===== src/mfd_pkg.sv =====
// ----------------------------------------------------------------------------
// mfd_pkg
// Shared types and constants for the motor feedback decoder with multi-turn
// angle unwrap.
// ----------------------------------------------------------------------------
package mfd_pkg;

  localparam int GROUPS_DEF = 2;
  localparam int SLOTS_DEF  = 8;

  localparam int COUNTS_PER_TURN = 8191;

  localparam int CFG_IDX_W  = 3;
  localparam int CFG_DATA_W = 13;

  // Configuration register indexes.
  localparam logic [CFG_IDX_W-1:0] REG_BASE_ID_GROUP0     = 3'd0;
  localparam logic [CFG_IDX_W-1:0] REG_BASE_ID_GROUP1     = 3'd1;
  localparam logic [CFG_IDX_W-1:0] REG_MOTOR_COUNT_GROUP0 = 3'd2;
  localparam logic [CFG_IDX_W-1:0] REG_MOTOR_COUNT_GROUP1 = 3'd3;
  localparam logic [CFG_IDX_W-1:0] REG_WRAP_THRESHOLD     = 3'd4;

  localparam logic [10:0] BASE_ID_GROUP0_RST     = 11'd512;
  localparam logic [10:0] BASE_ID_GROUP1_RST     = 11'd516;
  localparam logic [3:0]  MOTOR_COUNT_GROUP0_RST = 4'd8;
  localparam logic [3:0]  MOTOR_COUNT_GROUP1_RST = 4'd8;
  localparam logic [12:0] WRAP_THRESHOLD_RST     = 13'd6552;

  typedef struct packed {
    logic        group;
    logic [10:0] std_id;
    logic [7:0]  byte0;
    logic [7:0]  byte1;
    logic [7:0]  byte2;
    logic [7:0]  byte3;
    logic [7:0]  byte4;
    logic [7:0]  byte5;
    logic [7:0]  byte6;
  } in_t;

  typedef struct packed {
    logic               accepted;
    logic [2:0]         slot;
    logic [15:0]        raw_angle;
    logic signed [15:0] speed;
    logic signed [15:0] current;
    logic [7:0]         temperature;
    logic signed [31:0] turns;
    logic signed [47:0] angle_total;
  } out_t;

  typedef struct packed {
    logic [10:0] base_id_group0;
    logic [10:0] base_id_group1;
    logic [3:0]  motor_count_group0;
    logic [3:0]  motor_count_group1;
    logic [12:0] wrap_threshold;
  } cfg_t;

  // One slot's stored unwrap state.
  typedef struct packed {
    logic [31:0] turns;
    logic [15:0] angle;
  } entry_t;

endpackage


===== src/mfd_cfg_regs.sv =====
// ----------------------------------------------------------------------------
// mfd_cfg_regs
// Configuration register file: base IDs, motor counts and wrap threshold.
// ----------------------------------------------------------------------------
module mfd_cfg_regs (
  input  logic                           clk,
  input  logic                           rst_n,
  input  logic                           cfg_we,
  input  logic [mfd_pkg::CFG_IDX_W-1:0]  cfg_index,
  input  logic [mfd_pkg::CFG_DATA_W-1:0] cfg_wdata,
  output mfd_pkg::cfg_t                  cfg
);

  mfd_pkg::cfg_t cfg_r;

  always_ff @(posedge clk) begin
    if (!rst_n) begin
      cfg_r.base_id_group0     <= mfd_pkg::BASE_ID_GROUP0_RST;
      cfg_r.base_id_group1     <= mfd_pkg::BASE_ID_GROUP1_RST;
      cfg_r.motor_count_group0 <= mfd_pkg::MOTOR_COUNT_GROUP0_RST;
      cfg_r.motor_count_group1 <= mfd_pkg::MOTOR_COUNT_GROUP1_RST;
      cfg_r.wrap_threshold     <= mfd_pkg::WRAP_THRESHOLD_RST;
    end else if (cfg_we) begin
      case (cfg_index)
        mfd_pkg::REG_BASE_ID_GROUP0:     cfg_r.base_id_group0     <= cfg_wdata[10:0];
        mfd_pkg::REG_BASE_ID_GROUP1:     cfg_r.base_id_group1     <= cfg_wdata[10:0];
        mfd_pkg::REG_MOTOR_COUNT_GROUP0: cfg_r.motor_count_group0 <= cfg_wdata[3:0];
        mfd_pkg::REG_MOTOR_COUNT_GROUP1: cfg_r.motor_count_group1 <= cfg_wdata[3:0];
        mfd_pkg::REG_WRAP_THRESHOLD:     cfg_r.wrap_threshold     <= cfg_wdata;
        default: ;
      endcase
    end
  end

  assign cfg = cfg_r;

endmodule


===== src/mfd_state_mem.sv =====
// ----------------------------------------------------------------------------
// mfd_state_mem
// Per-slot unwrap state memory with one registered read port, one write port
// and a received flag per entry. An entry never written reads as zero.
// ----------------------------------------------------------------------------
module mfd_state_mem #(
  parameter int ENTRIES = mfd_pkg::GROUPS_DEF * mfd_pkg::SLOTS_DEF,
  parameter int IDX_W   = 4
) (
  input  logic             clk,
  input  logic             rst_n,
  input  logic             rd_en,
  input  logic [IDX_W-1:0] rd_idx,
  output mfd_pkg::entry_t  rd_entry,
  input  logic             wr_en,
  input  logic [IDX_W-1:0] wr_idx,
  input  mfd_pkg::entry_t  wr_entry
);

  mfd_pkg::entry_t    mem_r [ENTRIES];
  mfd_pkg::entry_t    rd_data_r;
  logic [ENTRIES-1:0] rcvd_r;
  logic               rd_rcvd_r;

  always_ff @(posedge clk) begin
    if (rd_en) begin
      rd_data_r <= mem_r[rd_idx];
    end
    if (wr_en) begin
      mem_r[wr_idx] <= wr_entry;
    end
  end

  // The received flags double as valid bits for the memory contents.
  always_ff @(posedge clk) begin
    if (!rst_n) begin
      rcvd_r    <= '0;
      rd_rcvd_r <= 1'b0;
    end else begin
      if (wr_en) begin
        rcvd_r[wr_idx] <= 1'b1;
      end
      if (rd_en) begin
        rd_rcvd_r <= rcvd_r[rd_idx];
      end
    end
  end

  assign rd_entry = rd_rcvd_r ? rd_data_r : '0;

endmodule


===== src/mfd_unwrap.sv =====
// ----------------------------------------------------------------------------
// mfd_unwrap
// Turn wrap detection and multi-turn angle total for one slot update.
// ----------------------------------------------------------------------------
module mfd_unwrap (
  input  mfd_pkg::entry_t    old_entry,
  input  logic [15:0]        angle,
  input  logic [12:0]        wrap_threshold,
  output logic [31:0]        turns_new,
  output logic signed [47:0] angle_total
);

  logic signed [16:0] delta;
  logic signed [16:0] thr;
  logic signed [47:0] turns_ext;
  logic signed [47:0] turns_scaled;

  always_comb begin
    delta = $signed({1'b0, old_entry.angle}) - $signed({1'b0, angle});
    thr   = $signed({4'b0, wrap_threshold});
    if (delta > thr) begin
      turns_new = old_entry.turns + 32'd1;
    end else if (delta < -thr) begin
      turns_new = old_entry.turns - 32'd1;
    end else begin
      turns_new = old_entry.turns;
    end
    // turns * 8191 as (turns << 13) - turns.
    turns_ext    = $signed({{16{turns_new[31]}}, turns_new});
    turns_scaled = (turns_ext <<< 13) - turns_ext;
    angle_total  = turns_scaled + $signed({32'b0, angle});
  end

endmodule


===== src/motor_feedback_decode_multiturn_core.sv =====
// ----------------------------------------------------------------------------
// motor_feedback_decode_multiturn_core
// Motor feedback frame decoder: ID filter, payload unpack and multi-turn
// angle unwrap per motor slot.
// ----------------------------------------------------------------------------
// The block takes one frame word per clock and returns one result word per
// frame from the output register. The sustained rate of one word per cycle,
// while the output side is ready, is set by the single read-modify-write of
// the slot state memory: the slot is read at acceptance, updated in the next
// cycle and written back as the result moves to the output register, with a
// bypass for a word hitting the slot written in the same cycle. Stored state
// is cleared at reset through per-entry received flags, so no clearing pass
// is needed and words are accepted right after reset. Rejected frames return
// a result word with every field zero and leave the state untouched.
module motor_feedback_decode_multiturn_core #(
  parameter int GROUPS = mfd_pkg::GROUPS_DEF,
  parameter int SLOTS  = mfd_pkg::SLOTS_DEF
) (
  input  logic                           clk,
  input  logic                           rst_n,
  input  logic                           in_valid,
  output logic                           in_ready,
  input  mfd_pkg::in_t                   in_data,
  output logic                           out_valid,
  input  logic                           out_ready,
  output mfd_pkg::out_t                  out_data,
  input  logic                           cfg_we,
  input  logic [mfd_pkg::CFG_IDX_W-1:0]  cfg_index,
  input  logic [mfd_pkg::CFG_DATA_W-1:0] cfg_wdata
);

  localparam int ENTRIES = GROUPS * SLOTS;
  localparam int IDX_W   = (ENTRIES > 1) ? $clog2(ENTRIES) : 1;

  mfd_pkg::cfg_t cfg;

  mfd_cfg_regs u_cfg (
    .clk       (clk),
    .rst_n     (rst_n),
    .cfg_we    (cfg_we),
    .cfg_index (cfg_index),
    .cfg_wdata (cfg_wdata),
    .cfg       (cfg)
  );

  // Frame check and slot index.
  logic             in_fire;
  logic [10:0]      base_id;
  logic [3:0]       motor_count;
  logic [10:0]      slot_full;
  logic             in_acc;
  logic [IDX_W-1:0] in_idx;

  always_comb begin
    base_id     = in_data.group ? cfg.base_id_group1 : cfg.base_id_group0;
    motor_count = in_data.group ? cfg.motor_count_group1 : cfg.motor_count_group0;
    slot_full   = in_data.std_id - base_id - 11'd1;
    in_acc      = (32'(in_data.group) < GROUPS) &&
                  (in_data.std_id > base_id) &&
                  (slot_full < {7'b0, motor_count}) &&
                  (32'(slot_full) < SLOTS);
    in_idx      = IDX_W'(32'(in_data.group) * SLOTS + 32'(slot_full));
  end

  // Update stage.
  logic             s1_valid_r;
  logic             s1_acc_r;
  logic [IDX_W-1:0] s1_idx_r;
  logic [2:0]       s1_slot_r;
  mfd_pkg::in_t     s1_in_r;
  logic             s1_fire;

  logic             hit_r;
  mfd_pkg::entry_t  byp_r;
  mfd_pkg::entry_t  rd_entry;
  mfd_pkg::entry_t  old_entry;
  mfd_pkg::entry_t  wr_entry;
  logic             wr_en;

  logic [15:0]        s1_angle;
  logic [31:0]        turns_new;
  logic signed [47:0] angle_total;

  logic          out_valid_r;
  mfd_pkg::out_t out_data_r;
  mfd_pkg::out_t out_nxt;

  assign s1_fire  = s1_valid_r && (!out_valid_r || out_ready);
  assign in_ready = !s1_valid_r || s1_fire;
  assign in_fire  = in_valid && in_ready;
  assign wr_en    = s1_fire && s1_acc_r;
  assign s1_angle = {s1_in_r.byte0, s1_in_r.byte1};

  mfd_state_mem #(
    .ENTRIES (ENTRIES),
    .IDX_W   (IDX_W)
  ) u_mem (
    .clk      (clk),
    .rst_n    (rst_n),
    .rd_en    (in_fire),
    .rd_idx   (in_idx),
    .rd_entry (rd_entry),
    .wr_en    (wr_en),
    .wr_idx   (s1_idx_r),
    .wr_entry (wr_entry)
  );

  // A word read in the same cycle as a write to its slot sees the old memory
  // contents, so the written entry is carried along instead.
  assign old_entry = hit_r ? byp_r : rd_entry;

  mfd_unwrap u_unwrap (
    .old_entry      (old_entry),
    .angle          (s1_angle),
    .wrap_threshold (cfg.wrap_threshold),
    .turns_new      (turns_new),
    .angle_total    (angle_total)
  );

  assign wr_entry = '{turns: turns_new, angle: s1_angle};

  always_ff @(posedge clk) begin
    if (!rst_n) begin
      s1_valid_r <= 1'b0;
      hit_r      <= 1'b0;
    end else begin
      if (in_fire) begin
        s1_valid_r <= 1'b1;
        hit_r      <= wr_en && in_acc && (s1_idx_r == in_idx);
      end else if (s1_fire) begin
        s1_valid_r <= 1'b0;
        hit_r      <= 1'b0;
      end
    end
  end

  always_ff @(posedge clk) begin
    if (in_fire) begin
      s1_acc_r  <= in_acc;
      s1_idx_r  <= in_idx;
      s1_slot_r <= slot_full[2:0];
      s1_in_r   <= in_data;
      byp_r     <= wr_entry;
    end
  end

  always_comb begin
    out_nxt = '0;
    if (s1_acc_r) begin
      out_nxt.accepted    = 1'b1;
      out_nxt.slot        = s1_slot_r;
      out_nxt.raw_angle   = s1_angle;
      out_nxt.speed       = $signed({s1_in_r.byte2, s1_in_r.byte3});
      out_nxt.current     = $signed({s1_in_r.byte4, s1_in_r.byte5});
      out_nxt.temperature = s1_in_r.byte6;
      out_nxt.turns       = $signed(turns_new);
      out_nxt.angle_total = angle_total;
    end
  end

  always_ff @(posedge clk) begin
    if (!rst_n) begin
      out_valid_r <= 1'b0;
    end else if (s1_fire) begin
      out_valid_r <= 1'b1;
    end else if (out_ready) begin
      out_valid_r <= 1'b0;
    end
  end

  always_ff @(posedge clk) begin
    if (s1_fire) begin
      out_data_r <= out_nxt;
    end
  end

  assign out_valid = out_valid_r;
  assign out_data  = out_data_r;

`ifndef ASSERT_OFF
  a_bypass_has_word: assert property (@(posedge clk) disable iff (!rst_n)
    hit_r |-> s1_valid_r && s1_acc_r)
    else $error("bypass flag set without an accepted word in the update stage");

  a_reject_zero: assert property (@(posedge clk) disable iff (!rst_n)
    out_valid && !out_data.accepted |-> out_data == '0)
    else $error("rejected result word carries nonzero fields");

  a_total_consistent: assert property (@(posedge clk) disable iff (!rst_n)
    out_valid && out_data.accepted |->
      out_data.angle_total == 48'($signed(out_data.turns)) * 48'd8191 +
                              48'(out_data.raw_angle))
    else $error("angle total does not match turns and raw angle");

  a_ready_when_empty: assert property (@(posedge clk) disable iff (!rst_n)
    !s1_valid_r |-> in_ready)
    else $error("input stalled while the update stage is empty");
`endif

endmodule


===== config.mk =====
export PLATFORM = sky130hd
export DESIGN_NAME = motor_feedback_decode_multiturn_core
export DESIGN_NICKNAME = d
export VERILOG_FILES = /design/src/mfd_pkg.sv /design/src/mfd_cfg_regs.sv /design/src/mfd_state_mem.sv /design/src/mfd_unwrap.sv /design/src/motor_feedback_decode_multiturn_core.sv
export SDC_FILE = /design/constraint.sdc
export NUM_CORES = 1
export LEC_CHECK = 0
export BUFFER_PORTS_ARGS = -buffer_cell sky130_fd_sc_hd__buf_2
export CAP_MARGIN = 20
export CORE_AREA = 4 4 340 342
export CTS_BUF_LIST = sky130_fd_sc_hd__clkbuf_2
export DETAILED_ROUTE_END_ITERATION = 8
export DIE_AREA = 0 0 344 346
export PLACE_DENSITY = 0.64
export SLEW_MARGIN = 20
export SYNTH_ARGS = -nofsm -noshare
export SYNTH_HDL_FRONTEND = slang
export SYNTH_SLANG_ARGS = --single-unit

===== constraint.sdc =====
create_clock -name clk -period 17.1 [get_ports clk]
set_input_delay 0 -clock clk [delete_from_list [all_inputs] [get_ports clk]]
set_output_delay 0 -clock clk [all_outputs]
set_load 0.01 [all_outputs]

== Word level (Yosys, flattened, before mapping) ==
Memories as Yosys holds them, arrays and structs flattened. A register that Yosys moved wholly into a read port is not among the register bits.
Index checks and enable logic that the tools add are counted.

* Register bits after elaboration: 315
* Bits in writable memories: 768
* Bits of input ports: 89
* Output and inout port bits: 142
* Word-level logic and storage cells: 92
* Memories: 1

* Add/sub/neg operators: 9
* Order comparisons: 8
* Eq/ne operators: 5
* Mux-type cells: 18
* Bitwise gates (word level): 1
* Reductions and logical operators: 20

{| class="wikitable"
|+ Memory list
! name !! depth !! bits a word !! rd ports !! clocked after Yosys merged registers in !! write ports !! RTL line !! RTL
|-
| u_mem.mem_r || 16 || 48 || 1 || 1 || 1 || mfd_state_mem.sv:20 || <nowiki>mfd_pkg::entry_t mem_r [ENTRIES];</nowiki>
|}

{| class="wikitable"
|+ Operators by type and width
! cell !! number
|-
| $mux W140 || 1
|-
| $mux W48 || 2
|-
| $mux W32 || 2
|-
| $add A48 B17 Y48 || 1
|-
| $sub A45 B32 Y46 || 1
|-
| $add A32 B1 Y32 const B || 1
|-
| $sub A32 B1 Y32 const B || 1
|-
| $gt A17 B14 Y1 || 1
|-
| $lt A17 B17 Y1 || 1
|-
| $neg A13 Y17 || 1
|-
| $sub A16 B16 Y17 || 1
|-
| $or A16 B16 Y16 || 1
|-
| $gt A11 B11 Y1 || 1
|-
| $lt A11 B4 Y1 || 1
|-
| $lt A11 B4 Y1 const B || 1
|-
| $mux W11 || 1
|-
| $sub A11 B1 Y11 const B || 1
|-
| $sub A11 B11 Y11 || 1
|-
| $lt A4 B5 Y1 const B || 2
|-
| $reduce_and A2 Y1 || 5
|-
| $mux W1 || 9
|-
| $logic_and A1 B1 Y1 || 8
|-
| $eq A3 B2 Y1 const B || 2
|-
| $add A4 B4 Y4 || 1
|-
| other kinds (11) || 14
|}

== Longest topological paths before layout ==
* Depth after elaboration: 9
* Mapped depth: 58
* Gate-level depth less buffers: 45

== By module ==
Synthesis repeated with hierarchy kept, for this count alone.

* Cell total of the unflattened synthesis: 2810
* Area, all modules: 49448.7 um^2

{| class="wikitable"
|+ By module, submodules not included
! module !! instances !! cells an instance !! area each (um^2) !! sequential area each (um^2)
|-
| mfd_state_mem || 1 || 1241 || 31635.3 || 24843.8
|-
| motor_feedback_decode_multiturn_core || 1 || 586 || 10037.1 || 7537.2
|-
| mfd_unwrap || 1 || 818 || 6090.8 || 0.0
|-
| mfd_cfg_regs || 1 || 165 || 1685.4 || 860.8
|}

== Worst setup path after synthesis ==
OpenSTA, ideal clock, no wires.

* Path kind: reg2reg
* From: register hit_r
* To: register out_data_r (netlist bit out_data[37]) (data pin)
* Library setup time: 0.255 ns
* Data arrival time: 11.843 ns
* Required time: 16.845 ns
* Path slack: 5.002 ns
* Stages on the path, launching flop included: 59
* Buffers on the path: 15
* Period minus slack after synthesis: 12.098 ns
* Cells stage by stage: dfxtp_1 -> buf_2 -> clkbuf_1 -> clkbuf_1 -> buf_2 -> buf_2 -> buf_2 -> buf_1 -> clkbuf_1 -> buf_1 -> clkbuf_1 -> a22oi_1 -> ha_1 -> fa_1 -> nand2b_1 -> a21oi_1 -> o21ai_0 -> a21oi_1 -> [23 not listed] -> o21bai_1 -> a21oi_1 -> o21bai_1 -> a21oi_1 -> o21ai_0 -> a21oi_1 -> nor2_1 -> o21ai_0 -> a21boi_0 -> o21ai_0 -> a21oi_1 -> nand2b_1 -> or4_1 -> clkbuf_1 -> or3_1 -> clkbuf_1 -> or3_1 -> and3_1

* Longest elaborated chain between the ends: 7
* Elaborated cells on any way between the ends: 10
* Those cells by class: add/sub (5); order compare (2); mux (3)

{| class="wikitable"
|+ Ends and longest elaborated chain
! what !! RTL line !! RTL
|-
| start, declared || motor_feedback_decode_multiturn_core.sv:73 || <nowiki>logic hit_r;</nowiki>
|-
| start signal, assigned || motor_feedback_decode_multiturn_core.sv:129 || <nowiki>hit_r <= wr_en && in_acc && (s1_idx_r == in_idx);</nowiki>
|-
| $mux W48 * || motor_feedback_decode_multiturn_core.sv:110 || <nowiki>assign old_entry = hit_r ? byp_r : rd_entry;</nowiki>
|-
| $sub A16 B16 Y17 || mfd_unwrap.sv:19 || <nowiki>delta = $signed({1'b0, old_entry.angle}) - $signed({1'b0, angle});</nowiki>
|-
| $lt A17 B17 Y1 || mfd_unwrap.sv:23 || <nowiki>end else if (delta < -thr) begin</nowiki>
|-
| $mux W32 || mfd_unwrap.sv:23 ||
|-
| $mux W32 * || mfd_unwrap.sv:21 || <nowiki>if (delta > thr) begin</nowiki>
|-
| net turns_new[1] || motor_feedback_decode_multiturn_core.sv:81 || <nowiki>logic [31:0] turns_new;</nowiki>
|-
| $sub A45 B32 Y46 * || mfd_unwrap.sv:30 || <nowiki>turns_scaled = (turns_ext <<< 13) - turns_ext;</nowiki>
|-
| $add A48 B17 Y48 * || mfd_unwrap.sv:31 || <nowiki>angle_total = turns_scaled + $signed({32'b0, angle});</nowiki>
|-
| end signal, assigned || motor_feedback_decode_multiturn_core.sv:173 || <nowiki>out_data_r <= out_nxt;</nowiki>
|-
| end, declared || motor_feedback_decode_multiturn_core.sv:85 || <nowiki>mfd_pkg::out_t out_data_r;</nowiki>
|}

Mark *: on every way through the listed nets, which the timed path passes. The rest lies on a longest branch.
A chain may end at the register's enable or synchronous reset.

== Worst setup path in the final report ==
* From: register hit_r
* To: register out_data_r (netlist bit out_data[44]) (data pin)

Same word-level chain as after synthesis.

==> out/results.txt <==
most used cell, CP = a21oi_1
port bufs = 230
status = complete, no violations
cell count after synthesis = 3187
Setup WS pre-CTS = 4.92 ns
met1 usage = 0.308
Post-route DRC = 0
Total Routed Length = 137 mm
largest net degree at the start of global routing = 124
met3 usage = 0.0430
iteration count of the initial detailed-routing pass = 5
final setup margin = 5.46 ns
Syn Area/Cell = 15.8 sq um
CTS buffer count = 291
Syn. warnings = 0
Slew @ Worst Pin = 1.05 ns
Core ar. = 112000 sq um
Final Util = 0.521
Final Net Count = 4082
PnR Total Power = 7.97 mW
vias in the first global route = 32500
grt total ovfl = 0
first-pass GRT wire length = 203 mm
GRT busiest layer = met2
final hold vios = 0
initial antenna violation count = 6
M2 GR Usage = 0.370
drt initial violations = 2642
Synth Register Bits = 1128
RSZ-0062 raised after global routing = false
Post-Syn Nets = 3368
DRT antenna net count = 0
worst vdd ir = 0.0720 mV
post-synthesis async set-or-reset flop share = 0
register area share after synthesis = 0.661
synth unique cells = 112
CTS tree = done
arrival time at the worst endpoint = 12.96 ns
Die Height = 346 microns
Wirelength per Cell = 24.5 microns
ratio of cells with drive above 1 in the final layout = 0.260
Max transition margin = 0.299
via count = 31900
# Post-CTS Setup Buffers = 0
GRT Overall Usage = 0.226
P_leak = 20.5 nW
Main synth FF type = edfxtp_1
Root Buffer = clkbuf_2
CP Max Fanout = 109
global placement routability congestion = 0.897
highest achievable clock rate = 0.0859 GHz
Initial Util = 0.448
Crit-path slowest cell = dfxtp_4
placed inst area = 53400 sq um
synth-to-layout area growth = 16.4%
Worst Path Required = 18.42 ns
row count = 123
period utilisation layout = 0.681
synthesized area = 50300 sq um
clk slew on worst S/H paths = 0.11 ns
H-tree Lvls = 5
post-CTS sizing = 0
Final Critical Period = 11.64 ns
Worst Skew = 0.209 ns
most common cell after layout, fill and taps aside = edfxtp_1
Die ar. = 119000 sq um
endpoints failing setup = 0
CTS sink cnt = 1128
Die W = 344 microns
Skew-Pair Late Insertion Delay = 1.57 ns
IO Pins = 231
worst min path class = input port to flop
cell area power density = 136 nW/um^2
Worst setup EP type = flop
Max-cap violations = 0
Longest Clk Path Bufs = 4
most frequent cells in the layout = edfxtp_1 (1065), clkbuf_2 (402), dlygate4sd3_1 (275)
crit path launch type = flop
Slew Viols, Final = 0
Setup TNS Final = 0 ns
Finished Cell Area = 58500 sq um
post-detail-place hpwl = 80.3 mm
Largest stage delay, worst path = 0.96 ns
critical path type = flop to flop
Vias/cell = 5.73
Post-synth EDFFs = 1065
-- worst max-delay path, delay by kind of cell, from the launching register on --
kind	cells	cell delay, ns
fa+ha+maj	3	1.26
compound gates	16	3.13
simple gates	16	4.39
flops	1	0.96
mux	2	0.24
buf+inv	5	1.38
xor+xnor	1	0.16
-- per-stage QoR --
stage / instances / hold slack [ns]
6_report: 5571 / 0.267
5_1_grt: 5571 / 0.166
4_1_cts: 5566 / 0.0170
3_5_place_dp: 4830 / 0.178
3_3_place_gp: 4830 / 0.177
2_1_floorplan: 3187 / 0.0989
-- Yosys cell counts (47+ instances only) --
library cell	number	share of area
edfxtp_1	1065	0.64
mux4_2	244	0.11
nand2_1	191	0.014
nor2_1	179	0.013
clkbuf_1	120	0.0090
a21oi_1	94	0.0094
o21ai_0	92	0.0092
xnor2_1	90	0.016
ha_1	89	0.022
inv_1	89	0.0066
and2_1	73	0.0091
nand3_1	67	0.0067
dfxtp_1	63	0.025
nor3_1	47	0.0047
-- layout make-up --
cell class / count / area (sq um)
tap: 1500 / 1880
sequential: 1128 / 33200
clock inverter: 58 / 270
clock buffer: 402 / 2010
inverter: 96 / 365
multi-input combinational: 1817 / 16300
antenna: 3 / 7.51
fill: 9240 / 53800
timing repair buffer: 567 / 4430
-- final timing paths --
path | startpoint | to | slack (ns) | cells past startpoint
worst min-delay path | cfg_index[0] | u_cfg.cfg[15]$_SDFFE_PN0P_ | 0.27 | 6
worst max register to register | hit_r$_SDFFE_PN0P_ | out_data[44]$_SDFFCE_PN0P_ | 5.46 | 43
worst min register to register | u_cfg.cfg[25]$_SDFFE_PN0P_ | u_cfg.cfg[25]$_SDFFE_PN0P_ | 0.47 | 2
worst max-delay path | hit_r$_SDFFE_PN0P_ | out_data[44]$_SDFFCE_PN0P_ | 5.46 | 43
-- logic make-up (layout without fill, tap and decap cells) --
family	Yosys count	in the layout	synth area share
xor+xnor	121	121	0.0215
fa+ha+maj	100	100	0.0250
flops	1128	1128	0.661
buf+inv	242	1123	0.0185
simple gates	783	783	0.0811
mux	279	279	0.116
other cells	0	3	0
compound gates	534	534	0.0765
-- report_power, final --
part	switching (mW)	internal [mW]
sequential	0.0623	3.40
clock	1.04	0.639
combinational	1.82	1.01
total	2.93	5.05
-- routing by layer --
metal  wire length, microns  vias up
met5                     13        -
met4                   3130        2
met3                   9810      185
met2                  66300     1313
met1                  57300    16200
li1                       -    14200
-- flip-flops by register name, summed over array words and instances, names as in the netlist, 16 cells and up --
signal / cells
out_data: 140
s1_angle: 16
u_cfg.cfg: 43
u_mem.mem_r: 768
s1_in_r: 40
u_mem.rd_data_r: 48
u_mem.rcvd_r: 16
byp_r: 48
-- what timing repair did --
| action | 4_1_cts | 5_1_grt |
|---|---|---|
| endpoints found under the setup margin | 0 | 0 |
| hold endpoints to repair | 406 | 0 |
| hold buffers | 276 | 0 |
(Power assumes the default switching activity.)
